**src/rtl/scmi_pkg.sv**
```systemverilog
`timescale 1ns / 1ps

// Shared codes, constants and types of the serial command interpreter.
package scmi_pkg;

   // Pending command modes.
   localparam logic [3:0] MODE_IDLE = 4'd0;
   localparam logic [3:0] MODE_T    = 4'd1;
   localparam logic [3:0] MODE_D    = 4'd2;
   localparam logic [3:0] MODE_B    = 4'd3;
   localparam logic [3:0] MODE_W    = 4'd4;
   localparam logic [3:0] MODE_R    = 4'd5;
   localparam logic [3:0] MODE_LE   = 4'd6;
   localparam logic [3:0] MODE_UE   = 4'd7;
   localparam logic [3:0] MODE_P    = 4'd8;
   localparam logic [3:0] MODE_H    = 4'd9;
   localparam logic [3:0] MODE_L    = 4'd10;

   // Action codes on the result channel.
   localparam logic [3:0] ACT_NONE   = 4'd0;
   localparam logic [3:0] ACT_THRESH = 4'd1;
   localparam logic [3:0] ACT_WAKE   = 4'd2;
   localparam logic [3:0] ACT_SWR    = 4'd3;
   localparam logic [3:0] ACT_SRD    = 4'd4;
   localparam logic [3:0] ACT_NVWR   = 4'd5;
   localparam logic [3:0] ACT_NVRD   = 4'd6;
   localparam logic [3:0] ACT_SLEEP  = 4'd7;
   localparam logic [3:0] ACT_PINRD  = 4'd8;
   localparam logic [3:0] ACT_PINHI  = 4'd9;
   localparam logic [3:0] ACT_PINLO  = 4'd10;

   // Reply status codes.
   localparam logic [1:0] REPLY_SILENT = 2'd0;
   localparam logic [1:0] REPLY_OK     = 2'd1;
   localparam logic [1:0] REPLY_ERR    = 2'd2;

   // Numeric constants.
   localparam logic [15:0] WAKE_MAX      = 16'd63535;
   localparam logic [15:0] SLEEP_PRELOAD = 16'd65500;

   // ASCII characters that the interpreter recognizes.
   localparam logic [7:0] CHAR_LF    = 8'h0A;
   localparam logic [7:0] CHAR_CR    = 8'h0D;
   localparam logic [7:0] CHAR_ZERO  = 8'h30;
   localparam logic [7:0] CHAR_THREE = 8'h33;
   localparam logic [7:0] CHAR_SIX   = 8'h36;
   localparam logic [7:0] CHAR_NINE  = 8'h39;
   localparam logic [7:0] CHAR_UC_E  = 8'h45;
   localparam logic [7:0] CHAR_UC_H  = 8'h48;
   localparam logic [7:0] CHAR_UC_L  = 8'h4C;
   localparam logic [7:0] CHAR_LC_B  = 8'h62;
   localparam logic [7:0] CHAR_LC_D  = 8'h64;
   localparam logic [7:0] CHAR_LC_E  = 8'h65;
   localparam logic [7:0] CHAR_LC_P  = 8'h70;
   localparam logic [7:0] CHAR_LC_R  = 8'h72;
   localparam logic [7:0] CHAR_LC_T  = 8'h74;
   localparam logic [7:0] CHAR_LC_W  = 8'h77;
   localparam logic [7:0] CHAR_LC_Z  = 8'h7A;

   // Interpreter context carried from one byte to the next.
   typedef struct packed {
      logic [3:0]  mode;
      logic [15:0] acc;
      logic [7:0]  data_byte;
   } ctx_type;

   // One result item.
   typedef struct packed {
      logic [3:0]  action;
      logic [7:0]  target;
      logic [15:0] payload;
      logic [1:0]  reply;
   } result_type;

endpackage

```
**src/rtl/scmi_decode.sv**
```systemverilog
`timescale 1ns / 1ps

// Combinational decode of one received byte against the current context.
module scmi_decode (
   input  logic [7:0]           rx_byte,
   input  scmi_pkg::ctx_type    ctx_cur,
   output scmi_pkg::ctx_type    ctx_nxt,
   output scmi_pkg::result_type result
);

   logic        eol;
   logic        is_digit;
   logic        is_pin_digit;
   logic [3:0]  letter_mode;
   logic [3:0]  pin_action;
   logic [15:0] digit_value;
   logic [15:0] acc_times_ten;
   logic [15:0] wake_offset;

   // Character classification.
   assign eol          = (rx_byte == scmi_pkg::CHAR_LF) || (rx_byte == scmi_pkg::CHAR_CR);
   assign is_digit     = rx_byte inside {[scmi_pkg::CHAR_ZERO:scmi_pkg::CHAR_NINE]};
   assign is_pin_digit = (rx_byte inside {[scmi_pkg::CHAR_ZERO:scmi_pkg::CHAR_THREE]})
                         || (rx_byte == scmi_pkg::CHAR_SIX);
   assign digit_value  = {8'd0, rx_byte - scmi_pkg::CHAR_ZERO};

   // Accumulator times ten as two shifted adds; the sum wraps at 16 bits.
   assign acc_times_ten = {ctx_cur.acc[12:0], 3'b000} + {ctx_cur.acc[14:0], 1'b0};

   // The wake offset is 65535 minus the accumulator, clamped.
   assign wake_offset = (~ctx_cur.acc > scmi_pkg::WAKE_MAX) ? scmi_pkg::WAKE_MAX
                                                            : ~ctx_cur.acc;

   // Command letter lookup.
   always_comb begin
      case (rx_byte)
         scmi_pkg::CHAR_LC_T: letter_mode = scmi_pkg::MODE_T;
         scmi_pkg::CHAR_LC_D: letter_mode = scmi_pkg::MODE_D;
         scmi_pkg::CHAR_LC_B: letter_mode = scmi_pkg::MODE_B;
         scmi_pkg::CHAR_LC_W: letter_mode = scmi_pkg::MODE_W;
         scmi_pkg::CHAR_LC_R: letter_mode = scmi_pkg::MODE_R;
         scmi_pkg::CHAR_LC_E: letter_mode = scmi_pkg::MODE_LE;
         scmi_pkg::CHAR_UC_E: letter_mode = scmi_pkg::MODE_UE;
         scmi_pkg::CHAR_LC_P: letter_mode = scmi_pkg::MODE_P;
         scmi_pkg::CHAR_UC_H: letter_mode = scmi_pkg::MODE_H;
         scmi_pkg::CHAR_UC_L: letter_mode = scmi_pkg::MODE_L;
         default:             letter_mode = scmi_pkg::MODE_IDLE;
      endcase
   end

   // Pin command mode to its action.
   always_comb begin
      case (ctx_cur.mode)
         scmi_pkg::MODE_P: pin_action = scmi_pkg::ACT_PINRD;
         scmi_pkg::MODE_H: pin_action = scmi_pkg::ACT_PINHI;
         default:          pin_action = scmi_pkg::ACT_PINLO;
      endcase
   end

   // Main command decode.
   always_comb begin
      ctx_nxt = ctx_cur;
      result  = '{action:  scmi_pkg::ACT_NONE, target: 8'd0,
                  payload: 16'd0, reply: scmi_pkg::REPLY_SILENT};

      if (eol && (ctx_cur.mode == scmi_pkg::MODE_IDLE)) begin
         // A line end with nothing pending is dropped silently.
      end else if (eol) begin
         // A line end executes the pending command.
         case (ctx_cur.mode)
            scmi_pkg::MODE_T: begin
               result.action  = scmi_pkg::ACT_THRESH;
               result.payload = ctx_cur.acc;
            end
            scmi_pkg::MODE_D: begin
               result.action  = scmi_pkg::ACT_WAKE;
               result.payload = wake_offset;
            end
            scmi_pkg::MODE_B: begin
               ctx_nxt.data_byte = ctx_cur.acc[7:0];
            end
            scmi_pkg::MODE_W: begin
               result.action  = scmi_pkg::ACT_SWR;
               result.target  = ctx_cur.acc[7:0];
               result.payload = {8'd0, ctx_cur.data_byte};
            end
            scmi_pkg::MODE_R: begin
               result.action = scmi_pkg::ACT_SRD;
               result.target = ctx_cur.acc[7:0];
            end
            scmi_pkg::MODE_LE: begin
               result.action  = scmi_pkg::ACT_NVWR;
               result.target  = ctx_cur.acc[7:0];
               result.payload = {8'd0, ctx_cur.data_byte};
            end
            scmi_pkg::MODE_UE: begin
               result.action = scmi_pkg::ACT_NVRD;
               result.target = ctx_cur.acc[7:0];
            end
            default: begin
               // Pin commands and unused codes do nothing on a line end.
            end
         endcase
         ctx_nxt.acc  = 16'd0;
         ctx_nxt.mode = scmi_pkg::MODE_IDLE;
         result.reply = scmi_pkg::REPLY_OK;
      end else if ((ctx_cur.mode == scmi_pkg::MODE_IDLE)
                   && ((rx_byte == scmi_pkg::CHAR_LC_Z)
                       || (letter_mode != scmi_pkg::MODE_IDLE))) begin
         // A command letter while idle; sleep runs at once.
         if (rx_byte == scmi_pkg::CHAR_LC_Z) begin
            result.action  = scmi_pkg::ACT_SLEEP;
            result.payload = scmi_pkg::SLEEP_PRELOAD;
         end else begin
            ctx_nxt.mode = letter_mode;
         end
      end else if (ctx_cur.mode inside {[scmi_pkg::MODE_P:scmi_pkg::MODE_L]}) begin
         // The pin commands complete on the next byte.
         ctx_nxt.mode = scmi_pkg::MODE_IDLE;
         if (is_pin_digit) begin
            result.action = pin_action;
            result.target = rx_byte - scmi_pkg::CHAR_ZERO;
         end else begin
            result.reply = scmi_pkg::REPLY_ERR;
         end
      end else if ((ctx_cur.mode inside {[scmi_pkg::MODE_T:scmi_pkg::MODE_UE]}) && is_digit) begin
         // Decimal digit accumulation.
         ctx_nxt.acc = acc_times_ten + digit_value;
      end else begin
         // Anything else aborts the command; the accumulator is kept.
         ctx_nxt.mode = scmi_pkg::MODE_IDLE;
         result.reply = scmi_pkg::REPLY_ERR;
      end
   end

endmodule

```
**src/rtl/serial_command_interpreter.sv**
```systemverilog
`timescale 1ns / 1ps

// Serial command interpreter.
// The req_ channel takes one received ASCII byte per transaction on
// req_rx_byte. Every byte produces exactly one transaction on the rsp_
// channel: an action code, a target address or pin, a payload and a reply
// status. The actual device accesses are done by logic downstream.
// An accepted byte is held in the input register, decoded combinationally
// and registered in the result register that drives the rsp_ ports.
// Throughput: one byte per cycle while rsp_ready is high, set by the single
// decode stage between the input register and the result register; the
// command context updates in the same cycle that a result is registered,
// so consecutive bytes see it. When rsp_ready is low the result register
// holds its transaction, the input register holds the next byte, and
// req_ready drops once both are full. At reset (synchronous, active high)
// both registers empty, the pending command returns to idle and the
// accumulator and buffered data byte clear to zero.
module serial_command_interpreter (
   input  logic        clock,
   input  logic        reset,
   input  logic        req_valid,
   output logic        req_ready,
   input  logic [7:0]  req_rx_byte,
   output logic        rsp_valid,
   input  logic        rsp_ready,
   output logic [3:0]  rsp_action,
   output logic [7:0]  rsp_target,
   output logic [15:0] rsp_payload,
   output logic [1:0]  rsp_reply
);

   logic                 in_valid_ff;
   logic                 in_valid_in;
   logic [7:0]           in_byte_ff;
   logic                 out_valid_ff;
   logic                 out_valid_in;
   scmi_pkg::result_type out_result_ff;
   scmi_pkg::ctx_type    ctx_ff;
   scmi_pkg::ctx_type    ctx_in;
   scmi_pkg::result_type dec_result;
   logic                 advance;

   // The held byte moves on when the result register is free or draining.
   assign advance   = in_valid_ff && (!out_valid_ff || rsp_ready);
   assign req_ready = !in_valid_ff || advance;

   assign in_valid_in  = (req_valid && req_ready) || (in_valid_ff && !advance);
   assign out_valid_in = advance || (out_valid_ff && !rsp_ready);

   // Byte decode against the current context.
   scmi_decode u_decode (
      .rx_byte (in_byte_ff),
      .ctx_cur (ctx_ff),
      .ctx_nxt (ctx_in),
      .result  (dec_result)
   );

   // Input register.
   always_ff @(posedge clock) begin
      if (reset) begin
         in_valid_ff <= 1'b0;
      end else begin
         in_valid_ff <= in_valid_in;
      end
      if (req_valid && req_ready) begin
         in_byte_ff <= req_rx_byte;
      end
   end

   // Command context, updated once per decoded byte.
   always_ff @(posedge clock) begin
      if (reset) begin
         ctx_ff <= '{mode: scmi_pkg::MODE_IDLE, acc: 16'd0, data_byte: 8'd0};
      end else if (advance) begin
         ctx_ff <= ctx_in;
      end
   end

   // Result register.
   always_ff @(posedge clock) begin
      if (reset) begin
         out_valid_ff <= 1'b0;
      end else begin
         out_valid_ff <= out_valid_in;
      end
      if (advance) begin
         out_result_ff <= dec_result;
      end
   end

   assign rsp_valid   = out_valid_ff;
   assign rsp_action  = out_result_ff.action;
   assign rsp_target  = out_result_ff.target;
   assign rsp_payload = out_result_ff.payload;
   assign rsp_reply   = out_result_ff.reply;

endmodule

```
**config.mk**
```make
export PLATFORM = sky130hd
export DESIGN_NAME = serial_command_interpreter
export DESIGN_NICKNAME = d
export VERILOG_FILES = /design/src/rtl/scmi_pkg.sv /design/src/rtl/scmi_decode.sv /design/src/rtl/serial_command_interpreter.sv
export SDC_FILE = /design/constraint.sdc
export NUM_CORES = 1
export LEC_CHECK = 0
export ABC_AREA = 0
export BUFFER_PORTS_ARGS = -buffer_cell sky130_fd_sc_hd__buf_2
export CAP_MARGIN = 10
export CORE_MARGIN = 2
export CORE_UTILIZATION = 50
export DETAILED_ROUTE_END_ITERATION = 8
export PLACE_DENSITY = 0.72
export SLEW_MARGIN = 25
export SYNTH_ARGS = -nofsm -noshare
export SYNTH_HDL_FRONTEND = slang
export SYNTH_SLANG_ARGS = --single-unit
```
**constraint.sdc**
```tcl
create_clock -name clock -period 3.3 [get_ports clock]
set_input_delay 0.165 -clock clock [delete_from_list [all_inputs] [get_ports clock]]
set_output_delay 0.165 -clock clock [all_outputs]
set_load 0.01 [all_outputs]
```
==> results.tsv <==
metric	value	unit
gp_congestion	0.964	
cts_buffers	9	
yosysMostFrequentCell	nor2_1	
numPortBuffers	43	
critical_path.endpoint	ctx_ff[23]	
synth_area_per_cell	9.72	um^2
clkSinkCount	68	
drt-total-wl	9120	um
ant_nets	0	
ys_seq_elements	68	
syn_area	4020	um^2
firstDrtPassIters	5	
antenna_cells	0	
clk_pin_slew	70	ps
finalSetupTns	0	ps
async_flop_share	0	
setup.worst_path.start	in_byte_ff[4]	
cp_max_fo	5	
yosys.area.top_type	edfxtp_1	
final_area	4600	um^2
vias	3350	
dp_slack	68.8	ps
synth-main-ff-cell	edfxtp_1	
drive_above_1_share	0.163	
antenna_found_initial	0	
skew	7.90	ps
vdd_drop_max	0.000292	V
timing.rr.end	ctx_ff[23]	
tritoncts	done	
place_area	4370	um^2
yosysWarningCount	0	
syn-num-nets	458	
post-place-cells	551	
initial_core_util	0.518	
io_pins	44	
hold_viol_final	0	
syn_to_final_growth	14.5	%
synth_top_area_share	0.284	
clock_latency	340	ps
hold_path_class	input pin to flip-flop	
die_h	93.7	um
relSlewSlack	0.339	
fin_ws	238	ps
root_buffer	clkbuf_8	
core_area	7770	um^2
num_rows	32	
post-cts-setup-buffer-count	0	
reg2reg_depth	10	
max_clock_freq	327	MHz
arrival	3280	ps
leakage	1.76	nW
final_cells	573	
drt_iter0_markers	259	
grt_util_all_layers	0.221	
syn-instance-count	414	
start_kind	flip-flop	
wl_per_cell	15.9	um
worstSetupPathType	flip-flop to flip-flop	
dp_hpwl	6660	um
status	completed	
synthDistinctLibCells	66	
fin_crit_sh	0.928	
fin_crit	3060	ps
rsz0062_at_grt	no	
die_area	8780	um^2
grt-ovfl-total	0	
synth_top_cells_by_count	nor2_1, o21ai_0, edfxtp_1	
worstPathRequired	3520	ps
nNetsFinal	510	
maxCapViolations	0	
htreeDepth	3	
powerDensity	360	nW/um^2
cts_max_path_buffers	2	
yosysSeqAreaShare	0.433	
grt_pass1_wl	15300	um
worst_slew_pin_slew	990	ps
setup_violations	0	
endpoint_kind	flip-flop	
viasPerCell	5.85	
synth_area_leaders	edfxtp_1, dfxtp_1, ha_1	
synth-edff-count	38	
timing.rr.start	in_byte_ff[4]	
r2r_setup_slack	240	ps
drc	0	
grt_pass1_vias	3161	
die_x	93.7	um
slew_violations	0	
grt_max_degree	29	
==> sequential cells by signal, indices dropped and copies added (netlist names) <==
register / count
ctx_ff: 28
rsp_valid: 1
in_valid_ff: 1
rsp_target: 8
rsp_action: 4
rsp_payload: 16
rsp_reply: 2
in_byte_ff: 8
==> layer usage <==
| layer | vias up | GRT usage | wire [um] |
|---|---|---|---|
| met1 | 1551 | 0.309 | 4220 |
| met4 | 0 | 0.0930 | 176 |
| met5 | - | 0 | 0 |
| met2 | 129 | 0.338 | 4200 |
| met3 | 17 | 0.0369 | 518 |
| li1 | 1653 | - | - |
==> cells by family (layout without fill, tap and decap cells) <==
kind of cell | count (synthesis) | count (layout) | share of synthesized area
DFF | 68 | 68 | 0.433
buffers and inverters | 39 | 96 | 0.0404
adders and majority gates | 32 | 32 | 0.111
muxes | 12 | 12 | 0.0302
and+or+nand+nor | 126 | 126 | 0.159
AOI/OAI and AO/OA | 125 | 125 | 0.201
xor gates and xnor gates | 12 | 12 | 0.0261
==> where the power goes <==
part	internal, mW	leakage [nW]	total [mW]	switching, mW
Combinational	0.0492	1.09	0.123	0.0736
Sequential	0.917	0.589	0.931	0.0139
Clock	0.291	0.0824	0.603	0.311
Total	1.26	1.76	1.66	0.399
==> placed cells by master (no fill, tap or decap), drive strengths merged, types with 7 or more instances in the layout <==
master / instances
nand3: 8
mux2i: 11
a21oi: 31
nor2: 41
edfxtp: 38
xor2: 7
buf: 55
nor3: 9
nand2: 24
o21ai: 41
clkbuf: 12
inv: 19
a22o: 7
ha: 26
dfxtp: 30
==> how the worst min path moves through the flow <==
stage | from | slack (ps) | depth (start not counted) | end
floorplan | req_rx_byte[0] | 260 | 0 | in_byte_ff[0]
global placement | req_rx_byte[0] | 340 | 1 | in_byte_ff[0]
detailed placement | req_rx_byte[1] | 340 | 1 | in_byte_ff[1]
CTS | req_rx_byte[4] | 7 | 1 | in_byte_ff[4]
global route | req_rx_byte[6] | 0.7 | 1 | in_byte_ff[6]
finish | req_rx_byte[6] | 10 | 1 | in_byte_ff[6]
==> metrics by stage <==
step	total power, mW	util	hold WS, ps
CTS	1.67	0.592	6.82
floorplan	1.02	-	264
global route	1.72	0.593	0.705
finish	1.66	0.593	13.0
global placement	1.06	0.562	343
detailed placement	1.07	0.562	343
==> worst max-delay path, stage by stage, from the launching register on <==
cell and delay (ps):
edfxtp_1 470, a21oi_1 200, xor2_1 280, fa_1 470, ha_1 360, o21ai_1 240, nor2_1 110, a41oi_2 310
o31ai_1 130, a222oi_1 290, nand2_1 70
==> timing repair <==
item,CTS,global route
gates resized for setup,0,2
setup endpoints to repair,0,2
hold buffers,6,0
endpoints found under the hold margin,6,0
==> final cells by class <==
cell class,count,area (um^2)
Timing Repair Buffer,61,365
Clock inverter,4,25.0
Multi-Input combinational cell,307,2130
Clock buffer,12,145
Tap cell,102,128
Fill cell,678,3160
Inverter,19,71.3
Sequential cell,68,1740
(Power assumes the default switching activity.)
